==> src/rtl/core/rgr_pkg.sv <==
package rgr_pkg;

    localparam int SCREEN_WIDTH_DEF  = 144;
    localparam int SCREEN_HEIGHT_DEF = 168;

    localparam int CW      = 11;   // coordinate field width
    localparam int XW      = 12;   // coordinate width after clamping to the screen
    localparam int ADDR_IN = 14;   // read_address field width
    localparam int MAGW    = 18;   // |dy| * 100 fits here
    localparam int DENW    = 11;   // span of x (up to the screen width) and |dy| (up to 2047)
    localparam int QW      = 22;   // accumulated quotient of slope * step / 100
    localparam int YW      = 24;   // line y before the screen check
    localparam int REMW    = 7;    // remainder of a divide by 100
    localparam int SLOPE_SCALE = 100;
    // floor(n / 100) == (n * SLOPE_RECIP) >> SLOPE_SHIFT for every n below 2**MAGW
    localparam int RECIPW      = 19;
    localparam logic [RECIPW-1:0] SLOPE_RECIP = 19'd335545;
    localparam int SLOPE_SHIFT = 25;

    typedef enum logic [1:0] {
        CMD_POINT = 2'd0,
        CMD_LINE  = 2'd1,
        CMD_CLEAR = 2'd2,
        CMD_READ  = 2'd3
    } t_cmd;

    typedef enum logic [2:0] {
        REG_DRAW_RED    = 3'd0,
        REG_DRAW_GREEN  = 3'd1,
        REG_DRAW_BLUE   = 3'd2,
        REG_CLEAR_RED   = 3'd3,
        REG_CLEAR_GREEN = 3'd4,
        REG_CLEAR_BLUE  = 3'd5
    } t_reg;

    localparam int NUM_REGS = 6;

    typedef enum logic [3:0] {
        ST_INIT,
        ST_IDLE,
        ST_BRUSH,
        ST_SETUP,
        ST_DIV_A,
        ST_WAIT_A,
        ST_DIV_B,
        ST_WAIT_B,
        ST_RUN,
        ST_FILL,
        ST_READ,
        ST_READ_WAIT,
        ST_DONE
    } t_state;

    typedef enum logic [1:0] {
        FB_NONE  = 2'd0,
        FB_PIXEL = 2'd1,
        FB_FILL  = 2'd2,
        FB_READ  = 2'd3
    } t_fb_op;

    typedef struct packed {
        t_fb_op     op;
        logic       low;   // odd x: low nibble
        logic [7:0] data;  // fill byte, or shade in the low nibble
    } t_fb_req;

    function automatic logic [4:0] shade_of(input logic [7:0] r, input logic [7:0] g,
                                            input logic [7:0] b);
        logic [10:0] sum;
        sum = 11'(r) * 11'd3 + {1'b0, g, 2'b00} + 11'(b);
        return sum[10:6];
    endfunction

endpackage

==> src/rtl/core/rgr_div.sv <==
module rgr_div
    import rgr_pkg::*;
#(
    parameter int NW = MAGW,
    parameter int DW = DENW
) (
    input  logic          i_clk,
    input  logic          i_rst_n,
    input  logic          i_start,
    input  logic [NW-1:0] i_num,
    input  logic [DW-1:0] i_den,
    output logic          o_done,
    output logic [NW-1:0] o_quo
);
    localparam int CNTW = $clog2(NW + 1);

    logic [CNTW-1:0] r_cnt, n_cnt;
    logic            r_busy, n_busy;
    logic            r_done, n_done;
    logic [NW-1:0]   r_q, n_q;
    logic [DW-1:0]   r_r, n_r;
    logic [DW-1:0]   r_d, n_d;
    logic [DW:0]     trial;

    always_comb begin
        n_cnt  = r_cnt;
        n_busy = r_busy;
        n_done = 1'b0;
        n_q    = r_q;
        n_r    = r_r;
        n_d    = r_d;
        trial  = {r_r, r_q[NW-1]};
        if (i_start) begin
            n_busy = 1'b1;
            n_cnt  = CNTW'(NW);
            n_q    = i_num;
            n_r    = '0;
            n_d    = i_den;
        end else if (r_busy) begin
            // one quotient bit per cycle
            if (trial >= {1'b0, r_d}) begin
                n_r = DW'(trial - {1'b0, r_d});
                n_q = {r_q[NW-2:0], 1'b1};
            end else begin
                n_r = trial[DW-1:0];
                n_q = {r_q[NW-2:0], 1'b0};
            end
            n_cnt = r_cnt - 1'b1;
            if (r_cnt == CNTW'(1)) begin
                n_busy = 1'b0;
                n_done = 1'b1;
            end
        end
    end

    always_ff @(posedge i_clk) begin
        if (!i_rst_n) begin
            r_busy <= 1'b0;
            r_done <= 1'b0;
            r_cnt  <= '0;
        end else begin
            r_busy <= n_busy;
            r_done <= n_done;
            r_cnt  <= n_cnt;
        end
        r_q <= n_q;
        r_r <= n_r;
        r_d <= n_d;
    end

    assign o_done = r_done;
    assign o_quo  = r_q;
endmodule

==> config.mk <==
export PLATFORM = sky130hd
export DESIGN_NAME = rgr_div
export DESIGN_NICKNAME = d
export VERILOG_FILES = /design/src/rtl/core/rgr_pkg.sv /design/src/rtl/core/rgr_div.sv
export SDC_FILE = /design/constraint.sdc
export NUM_CORES = 1
export LEC_CHECK = 0
export BUFFER_PORTS_ARGS = -buffer_cell sky130_fd_sc_hd__buf_2
export CAP_MARGIN = 20
export CORE_MARGIN = 3
export CORE_UTILIZATION = 45
export CTS_BUF_LIST = sky130_fd_sc_hd__clkbuf_8
export DETAILED_ROUTE_END_ITERATION = 6
export GPL_TIMING_DRIVEN = 0
export PLACE_DENSITY = 0.65
export RECOVER_POWER = 25
export REMOVE_ABC_BUFFERS = 1
export SYNTH_ARGS = -nofsm -noshare
export SYNTH_HDL_FRONTEND = slang
export SYNTH_SLANG_ARGS = --single-unit
==> constraint.sdc <==
create_clock -name i_clk -period 6.7 [get_ports i_clk]
set_clock_uncertainty 0.05 [all_clocks]
set_input_delay 0.335 -clock i_clk [delete_from_list [all_inputs] [get_ports i_clk]]
set_output_delay 0.335 -clock i_clk [all_outputs]
set_load 0.02 [all_outputs]
* After elaboration in Yosys (flattened, before gate mapping) *
Index checks and enable logic that the tools add are counted.

cells by class
  add/subtract/negate cells = 2
  $mul = 0
  div/mod/pow operators = 0
  order comparisons = 1
  equality and inequality tests = 1
  shifts and indexed selects = 0
  mux-type cells = 10
  bitwise operators = 2
  reduce and logical (&&, ||, !) cells = 3

operators by type and width
  cell                                              number
  2-to-1 mux 18 bit                                 2
  >= comparator 12 x 11 -> 1 bit                    1
  2-to-1 mux 11 bit                                 1
  subtractor 11 bit                                 1
  2-to-1 mux 5 bit                                  2
  == test 5 x 1 -> 1 bit, second input constant     1
  2-to-1 mux 1 bit                                  5
  subtractor 5 x 1 -> 5 bit, second input constant  1
  OR reduction 3 bit                                1
  NOT 1 bit                                         2
  nonzero test 2 bit                                1
  OR reduction 2 bit                                1

storage, ports and cells
  register bits = 47
  latch bits = 0
  memory bits (writable) = 0
  ROM bits = 0
  input bits = 32
  word-level logic and storage cells = 26
  memories = 0

* Depth between registers and ports, before layout *
Gate-level depths: netlist of run 1.

  depth after elaboration = 4
  depth in mapped cells = 10
  depth with buffers taken out = 9

* Worst setup path before layout of run 1 *
OpenSTA, ideal clock, no wires.

  path type = flip-flop to flip-flop
  start point = reg r_q[17], in the netlist o_quo[17]
  end point = reg r_r[8]
  library setup time = 137 ps
  data arrival time = 2241 ps
  slack = 4272 ps
  cell stages (with the launch flop) = 11
  clock period less this slack = 2428 ps
  path through = edfxtp_1 inv_1 ha_1 fa_1 nor2b_1 o31a_1 o21ai_2 o21ai_4 buf_8 mux2i_1 a211oi_2

between the ends
  word-level cells in the longest chain between the ends = 2
  elaborated cells between the ends (all ways) = 3
  classes of those cells = add/sub: 1; order compare: 1; mux: 1

ends and longest elaborated chain
  element                                                                     RTL line                      text
  start: declaration                                                          rgr_div.sv:20                 logic [NW-1:0] r_q, n_q;
  start signal: assignment                                                    rgr_div.sv:66                 r_q <= n_q;
  subtractor 11 bit / >= comparator 12 x 11 -> 1 bit (equally long branches)  rgr_div.sv:42, rgr_div.sv:41
  2-to-1 mux 11 bit (*)                                                       rgr_div.sv:41                 if (trial >= {1'b0, r_d}) begin
  end signal: assignment                                                      rgr_div.sv:67                 r_r <= n_r;
  end: declaration                                                            rgr_div.sv:21                 logic [DW-1:0] r_r, n_r;

Mark *: on every way between the ends. The rest lies on a longest branch, timed or not.
A chain may end at the register's enable or synchronous reset.

* Worst setup path after layout of run 1 *
  start point = in i_start
  end point = reg r_q[11], in the netlist o_quo[11] (enable)

between the ends
  word-level cells in the longest chain between the ends = 1

ends and longest elaborated chain
  element                              RTL line      text
  start: declaration                   rgr_div.sv:9  input logic i_start,
  nonzero test 2 bit (no source line)  -

Every way passes these cells.

==> results of run 1 <==
-- final timing paths --
path | endpoint | start | slack, ns | cells past startpoint
max | o_quo[11] | i_start | 3.56 | 3
max reg2reg | r_r[8] | o_quo[17] | 3.95 | 9
min | r_d[0] | i_den[0] | 0.15 | 1
min reg2reg | r_r[10] | r_r[10] | 0.45 | 2
-- critical path, stage by stage --
cell and delay [ns]:
clkbuf_1 1.50, inv_1 0.46, nand2_1 0.73
-- stage by stage --
stage          cells  area, um^2  utilization
2_1_floorplan    211        2470            -
3_3_place_gp     331        2810        0.533
3_5_place_dp     331        2810        0.533
4_1_cts          339        2900        0.550
5_1_grt          339        2900        0.550
6_report         339        2900        0.550
-- cell type report --
type	instances	area, um^2	share of cell area
inverter	18	67.6	0.0233
sequential	47	1230	0.425
tap	70	87.6	0.0302
multi-input combinational	146	1170	0.404
clock buffer	5	68.8	0.0238
timing repair buffer	50	248	0.0855
clock inverter	3	22.5	0.00778
-- power breakdown --
| part | internal [W] | switching (W) | leakage (nW) |
|---|---|---|---|
| sequential | 0.000338 | 0.0000176 | 0.437 |
| clock | 0.0000748 | 0.000100 | 0.0485 |
| combinational | 0.0000817 | 0.000101 | 0.697 |
| total | 0.000495 | 0.000219 | 1.18 |
-- per-layer routing --
layer,vias up,GRT usage,part of all wire
li1,897,-,-
met1,781,0.199,0.48
met2,52,0.227,0.43
met3,4,0.0665,0.076
met4,0,0.0355,0.010
met5,-,0,0
-- flip-flops by register name, indices dropped and copies added, names as in the netlist --
signal,count
r_cnt,5
o_done,1
r_d,11
r_r,11
r_busy,1
o_quo,18
-- logic make-up after synthesis --
family | synth area share
xor gates and xnor gates | 0.0313
buffers and inverters | 0.0462
muxes | 0.104
AOI/OAI and AO/OA | 0.127
and+or+nand+nor | 0.130
adders and majority gates | 0.0725
DFF | 0.489
-- placed cells by master (no fill, tap or decap), drive strengths merged, types with 8 or more instances in the layout --
master,netlist,final
dfxtp,18,18
xnor2,8,8
o21ai,11,11
buf,3,48
nand2,11,11
inv,18,19
ha,13,13
nor2,17,17
edfxtp,29,29
mux2,18,18
==> impl_metrics.csv, run 1 <==
group,metric,value,unit
synthesis,ys_async_sr_fraction,0,
routing,initialDrtViolationCount,108,
worst_setup_path,crit_required,6.59,ns
placed_design,portBuffers,50,
power,vdd_drop_max,0.000121,V
routing,viasPerCell,5.12,
synthesis,ys_seq_area_frac,0.489,
synthesis,synth_area,2520,um^2
clock_tree,cts-root-buf,"clkbuf_8",
sta,rsz0062_at_grt,"false",
synthesis,synth.most_common_cell,"edfxtp_1",
sta,slew_violations,42,
routing,wl_per_cell,13.2,um
routing,vias,1734,
power,power,0.000714,W
status,outcome,"complete, but fails checks",
synthesis,synth_cells,219,
sta,tns,0,ns
worst_hold_path,hold_path.class,"in -> reg",
worst_setup_path,critPathArrivalTime,3.04,ns
synthesis,yosysWarnings,0,
worst_setup_path,worstSetupStartpointType,"input port",
clock_tree,cts-buffers-inserted,5,
layout,drive_above_1_share,0.320,
sta,layout_setup_ws,3.56,ns
sta,maxSlewHeadroom,-0.423,
routing,ant_nets,0,
synthesis,synth.largest_area_cell,"edfxtp_1",
layout,fin_nets,314,
clock_tree,cts_tree,"built",
grt,grt_pass1_wl,7.63,mm
sta,post-route-period-util,0.469,
placed_design,dp_slack,4.03,ns
synthesis,synth_area_leaders,"edfxtp_1, dfxtp_1, mux2_2",
floorplanning,die_w,80.8,um
power,p_leak,1.18,nW
routing,route.detailed.drc,0,
placed_design,gp_congestion,0.775,
floorplanning,initial_core_util,0.478,
placed_design,dp_hpwl,3.17,mm
clock_tree,clk_transition_reported_paths,0.10,ns
synthesis,synth-seq-cells,47,
sta,setup_violations,0,
routing,routed_wl,4.47,mm
sta,final_hold_viol_count,0,
clock_tree,cts.path.max_buffers,2,
routing,drtPass1Iterations,4,
worst_setup_path,end_kind,"flop",
grt,grt_pass1_vias,1642,
clock_tree,htreeDepth,2,
worst_setup_path,crit_type,"in -> reg",
layout,area_delta_synth_final,15.0,%
grt,overflow,0,
grt,grt_max_degree,42,
synthesis,synth_ff_type,"edfxtp_1",
synthesis,synth_common_cells,"edfxtp_1, dfxtp_1, inv_1, mux2_2, nor2_1",
worst_setup_path,worst-path-max-fanout,41,
clock_tree,numClockSinks,47,
job,drv_cap,1,
synthesis,synth.avg_cell_area,11.5,um^2
layout,fillers,487,
floorplanning,dieHeight,80.8,um
floorplanning,rows,26,
layout,antenna_cells,0,
grt,grt_usage,0.150,
synthesis,yosysTopAreaCellShare,0.346,
clock_tree,postCtsResizedCells,0,
floorplanning,io_pins,51,
grt,antenna_found_initial,0,
synthesis,yosysUniqueCellTypes,49,
clock_tree,clock_latency,0.31,ns
sta,whs,0.150,ns
power,power_density,246,nW/um^2
status,violations,"max-capacitance violations, max-slew violations",
sta,min_period,3.14,ns
clock_tree,cts_hold_buf,0,
synthesis,synth_edf_count,29,
sta,max_freq,318,MHz
sta,worstMarginPinSlew,2.13,ns
clock_tree,cts_setup_buffers,0,
floorplanning,coreArea,5270,um^2
floorplanning,dieArea,6530,um^2
(Power assumes the default switching activity.)
==> run 2: changes to the inputs <==
==> constraint.sdc (replaced) <==
create_clock -name i_clk -period 3 [get_ports i_clk]
set_clock_uncertainty 0.05 [all_clocks]
set_input_delay 0.15 -clock i_clk [delete_from_list [all_inputs] [get_ports i_clk]]
set_output_delay 0.15 -clock i_clk [all_outputs]
set_load 0.02 [all_outputs]
==> run 2 against run 1 <==
Net effect: the flow now finishes without violations; utilization grew 2.1 points; critical path type is now reg -> reg; critical endpoint is now r_r[8]; global-route usage increased by 0.45 points; total power rose by 120%; non-clock buffer count up 11; hold slack worse by 0.071 ns; die area is the same; wire length increased by 2.0%; largest power group unchanged; clock power increased by 120%.
==> impl_metrics.csv, run 2 (same netlist as run 1, synthesis figures left out) <==
group,metric,value,unit
status,outcome,"completed",
routing,initialDrtViolationCount,78,
sta,max_freq,372,MHz
layout,fin_util,0.571,
worst_setup_path,crit_path_start,"o_quo[17]",
routing,drtPass1Iterations,4,
sta,post-route-period-util,0.896,
sta,whs,0.0791,ns
routing,wl_per_cell,13.0,um
routing,ant_nets,0,
sta,setup_violations,0,
layout,final_cell_mix,"buf_2, edfxtp_1, inv_1, mux2_2, dfxtp_1",
grt,grt_pass1_wl,7.88,mm
worst_setup_path,worstSetupStartpointType,"flop",
routing,routed_wl,4.56,mm
clock_tree,cts-root-buf,"clkbuf_8",
sta,min_period,2.69,ns
floorplanning,dieHeight,80.8,um
placed_design,placed_area,2810,um^2
worst_setup_path,end_kind,"flop",
worst_setup_path,crit_required,3.09,ns
floorplanning,io_pins,51,
clock_tree,cts.path.max_buffers,2,
worst_setup_path,critPathArrivalTime,2.78,ns
worst_setup_path,crit_type,"reg -> reg",
grt,grt_pass1_vias,1711,
layout,fin_nets,325,
worst_setup_path,worst-path-buf-inv,1,
clock_tree,clock_latency,0.30,ns
floorplanning,rows,26,
sta,worstMarginPinSlew,0.972,ns
clock_tree,htreeDepth,2,
placed_design,portBuffers,50,
sta,maxSlewHeadroom,0.351,
floorplanning,initial_core_util,0.478,
grt,grt_max_degree,42,
clock_tree,cts_tree,"built",
clock_tree,clk_transition_reported_paths,0.10,ns
routing,vias,1779,
job,drv_cap,0,
worst_setup_path,cp_slowest_cell,"o21ai_4",
worst_setup_path,rr_worst_depth,9,
sta,tns,0,ns
layout,fin_area,3010,um^2
worst_setup_path,crit_path_end,"r_r[8]",
sta,final_hold_viol_count,0,
worst_setup_path,timing.reg2reg.setup_slack,0.31,ns
layout,antenna_cells,0,
worst_setup_path,r2r_end,"r_r[8]",
clock_tree,cts-buffers-inserted,5,
grt,overflow,0,
layout,largest_register_ffs,18,
worst_setup_path,rr_startpoint,"o_quo[17]",
power,power_density,533,nW/um^2
layout,fillers,482,
worst_setup_path,path_depth,9,
layout,multi_input_area,1170,um^2
worst_hold_path,hold_path.class,"in -> reg",
placed_design,gp_congestion,0.775,
worst_setup_path,critPathTopFamily,"compound AO/OA/AOI/OAI gates",
layout,area_delta_synth_final,19.4,%
layout,drive_above_1_share,0.311,
sta,slew_violations,0,
sta,rsz0062_at_grt,"false",
placed_design,dp_hpwl,3.17,mm
floorplanning,die_w,80.8,um
worst_setup_path,critical_path.max_stage_delay,0.46,ns
routing,viasPerCell,5.08,
layout,seqCellArea,1230,um^2
worst_setup_path,crit_chain,"inv_1, ha_1, fa_1, nor2b_1, o31a_1, o21ai_2, o21ai_4, mux2i_1, a211oi_2",
grt,antenna_found_initial,0,
clock_tree,cts_setup_buffers,0,
power,p_leak,1.23,nW
grt,grt_usage,0.155,
power,vdd_drop_max,0.000270,V
layout,mostFrequentLayoutCell,"buf_2",
floorplanning,dieArea,6530,um^2
worst_setup_path,worst-path-max-fanout,15,
clock_tree,numClockSinks,47,
floorplanning,coreArea,5270,um^2
routing,route.detailed.drc,0,
run 2: cell types whose count changed in the layout (fill, tap and decap cells not counted):
cell / before / now
clkbuf_1: 2 / 1
buf_2: 48 / 49
dlygate4sd3_1: 0 / 11
run 2: cell type report:
class                      count  share of cell area
clock buffer                   5              0.0229
clock inverter                 3             0.00749
inverter                      18              0.0225
multi-input combinational    146               0.389
sequential                    47               0.409
tap                           70              0.0291
timing repair buffer          61               0.119
run 2: worst min-delay path by stage:
stage	to	from	slack (ns)	cells after the start
floorplan	r_r[8]	i_start	0.16	1
global placement	r_d[9]	i_den[9]	0.28	1
detailed placement	r_d[8]	i_den[8]	0.28	1
CTS	r_busy	i_rst_n	0.07	2
global route	o_quo[13]	i_num[13]	0.07	2
finish	r_cnt[1]	i_rst_n	0.08	2
run 2: where the power goes:
part           switching (W)  total, W  internal (W)
clock network       0.000222  0.000389      0.000167
logic               0.000228  0.000419      0.000191
registers          0.0000392  0.000794      0.000755
total               0.000489   0.00160       0.00111
run 2: metal layers:
metal / global-route usage / wire (um) / vias to the layer above
met2: 0.241 / 2060 / 46
met3: 0.0643 / 295 / 2
met5: 0 / 0 / -
li1: - / - / 919
met1: 0.202 / 2180 / 812
met4: 0.0355 / 27 / 0
run 2: repair_timing:
| item | in CTS | in global routing |
|---|---|---|
| hold buffers | 11 | 0 |
| endpoints found under the hold margin | 11 | 0 |
| resized for setup | 0 | 0 |
run 2: stage by stage:
stage	power, W	std cells	setup slack (ns)
CTS	0.00162	350	0.294
floorplan	0.00111	211	0.558
global placement	0.00122	331	0.370
finish	0.00160	350	0.311
detailed placement	0.00122	331	0.334
global route	0.00170	350	0.118
run 2: worst register-to-register path, cell delays in order (launching register included):
cell and delay [ns]:
edfxtp_1 0.38, inv_1 0.06, ha_1 0.22, fa_1 0.42
nor2b_1 0.17, o31a_1 0.21, o21ai_2 0.15, o21ai_4 0.46
mux2i_1 0.30, a211oi_2 0.09
==> run 3: changes to the inputs <==
--- a/config.mk
+++ b/config.mk
@@ -14,7 +14,6 @@
 export GPL_TIMING_DRIVEN = 0
 export PLACE_DENSITY = 0.65
 export RECOVER_POWER = 25
-export REMOVE_ABC_BUFFERS = 1
 export SYNTH_ARGS = -nofsm -noshare
 export SYNTH_HDL_FRONTEND = slang
 export SYNTH_SLANG_ARGS = --single-unit
==> run 3 against run 2 <==
Net effect: sequential power hardly changed; utilization is 0.78 points higher; cell count is 2.3% higher; first-iteration DRC count is 5.1% lower; hold slack worse by 0.034 ns; global-route usage is 2.1 points higher; sequential share of layout area is 0.55 points lower; critical path depth is 1 higher; largest power group unchanged; critical endpoint unchanged.
==> impl_metrics.csv, run 3 (same netlist as run 1, synthesis figures left out) <==
group,metric,value,unit
status,outcome,"completed",
power,p_leak,1.25,nW
worst_setup_path,critPathArrivalTime,2.70,ns
routing,wl_per_cell,13.8,um
routing,route.detailed.drc,0,
floorplanning,dieArea,6530,um^2
synthesis,synth_nets,265,
layout,area_delta_synth_final,21.1,%
clock_tree,cts_tree,"built",
worst_setup_path,worstSetupStartpointType,"flop",
worst_hold_path,whs_endpoint,"r_busy",
layout,drive_above_1_share,0.299,
routing,drtPass1Iterations,7,
clock_tree,cts-buffers-inserted,5,
floorplanning,dieHeight,80.8,um
worst_setup_path,timing.reg2reg.setup_slack,0.41,ns
routing,ant_nets,0,
worst_hold_path,hold_path.class,"in -> reg",
worst_setup_path,r2r_end,"r_r[8]",
floorplanning,initial_core_util,0.478,
routing,initialDrtViolationCount,74,
grt,grt_max_degree,19,
placed_design,placed_area,2860,um^2
routing,viasPerCell,5.06,
worst_setup_path,rr_startpoint,"o_quo[17]",
worst_setup_path,critical_path.max_stage_delay,0.40,ns
sta,rsz0062_at_grt,"false",
worst_setup_path,worst-path-max-fanout,10,
sta,final_hold_viol_count,0,
grt,antenna_found_initial,0,
clock_tree,numClockSinks,47,
clock_tree,clock_latency,0.30,ns
worst_setup_path,cp_slowest_cell,"fa_1",
worst_setup_path,crit_chain,"inv_1, ha_1, fa_1, nor2b_1, o31a_1, o21ai_2, o21ai_4, buf_8, mux2i_1, a211oi_2",
clock_tree,cts.path.max_buffers,2,
sta,slew_violations,0,
layout,largest_register_ffs,18,
sta,min_period,2.59,ns
power,vdd_drop_max,0.000355,V
sta,max_freq,386,MHz
layout,fin_area,3050,um^2
sta,maxSlewHeadroom,0.501,
sta,setup_violations,0,
clock_tree,clk_transition_reported_paths,0.08,ns
worst_hold_path,hold_depth,2,
layout,mostFrequentLayoutCell,"buf_2",
floorplanning,coreArea,5270,um^2
floorplanning,die_w,80.8,um
placed_design,portBuffers,50,
worst_hold_path,hp-start,"i_rst_n",
clock_tree,htreeDepth,2,
job,drv_cap,0,
worst_setup_path,crit_required,3.11,ns
floorplanning,rows,26,
grt,grt_pass1_wl,8.84,mm
placed_design,dp_hpwl,3.72,mm
worst_setup_path,crit_type,"reg -> reg",
placed_design,dp_slack,0.434,ns
grt,grt_usage,0.176,
grt,overflow,0,
power,power_density,526,nW/um^2
placed_design,gp_congestion,0.789,
sta,post-route-period-util,0.864,
routing,routed_wl,4.94,mm
floorplanning,io_pins,51,
layout,final_cell_mix,"buf_2, edfxtp_1, inv_1",
sta,worstMarginPinSlew,0.746,ns
sta,layout_setup_ws,0.408,ns
clock_tree,postCtsResizedCells,0,
routing,vias,1811,
grt,grt_pass1_vias,1911,
layout,fin_nets,333,
layout,antenna_cells,0,
sta,tns,0,ns
clock_tree,cts-root-buf,"clkbuf_8",
worst_setup_path,rr_worst_depth,10,
worst_setup_path,end_kind,"flop",
run 3: cell type report:
| class | instances | area [um^2] |
|---|---|---|
| multi-input cells | 146 | 1170 |
| clock buffers | 5 | 68.8 |
| fillers | 478 | 2220 |
| clock inverters | 3 | 16.3 |
| well taps | 70 | 87.6 |
| flip-flops and latches | 47 | 1230 |
| plain buffers | 8 | 48.8 |
| inverters | 18 | 67.6 |
| repair buffers | 61 | 358 |
run 3: critical path, delay by kind of cell (launching register included):
family | cells | cell delay [ns]
muxes | 1 | 0.26
DFF | 1 | 0.38
AOI/OAI and AO/OA | 4 | 0.73
and+or+nand+nor | 1 | 0.18
adders and majority gates | 2 | 0.62
buffers and inverters | 2 | 0.24
run 3: through the flow:
stage               hold WS (ns)  instances  total power [W]  utilization
global placement           0.277        339          0.00124        0.542
finish                    0.0453        358          0.00160        0.579
detailed placement         0.278        339          0.00124        0.542
floorplan                  0.199        219          0.00113            -
global route              0.0740        358          0.00170        0.579
CTS                       0.0428        358          0.00162        0.579
run 3: layer usage:
layer | track usage | vias up | wire, um
met3 | 0.0421 | 8 | 235
li1 | - | 935 | -
met2 | 0.280 | 43 | 2240
met4 | 0.0608 | 0 | 73
met1 | 0.235 | 825 | 2390
met5 | 0 | - | 0
run 3: worst max-delay path by stage:
| stage | start | endpoint | slack, ns | depth (start not counted) |
|---|---|---|---|---|
| floorplan | o_quo[17] | r_r[8] | 0.57 | 10 |
| global placement | o_quo[17] | r_r[8] | 0.49 | 10 |
| detailed placement | o_quo[17] | r_r[8] | 0.43 | 10 |
| CTS | o_quo[17] | r_r[8] | 0.37 | 10 |
| global route | o_quo[17] | r_r[8] | 0.26 | 10 |
| finish | o_quo[17] | r_r[8] | 0.41 | 10 |
run 3: what timing repair did:
action | in CTS | in global routing
hold endpoints to repair | 11 | 0
hold buffers | 11 | 0
setup buffers | 0 | 0
run 3: power breakdown:
part | internal [W] | switching (W)
registers | 0.000755 | 0.0000364
clock network | 0.000160 | 0.000206
logic | 0.000203 | 0.000244
total | 0.00112 | 0.000487
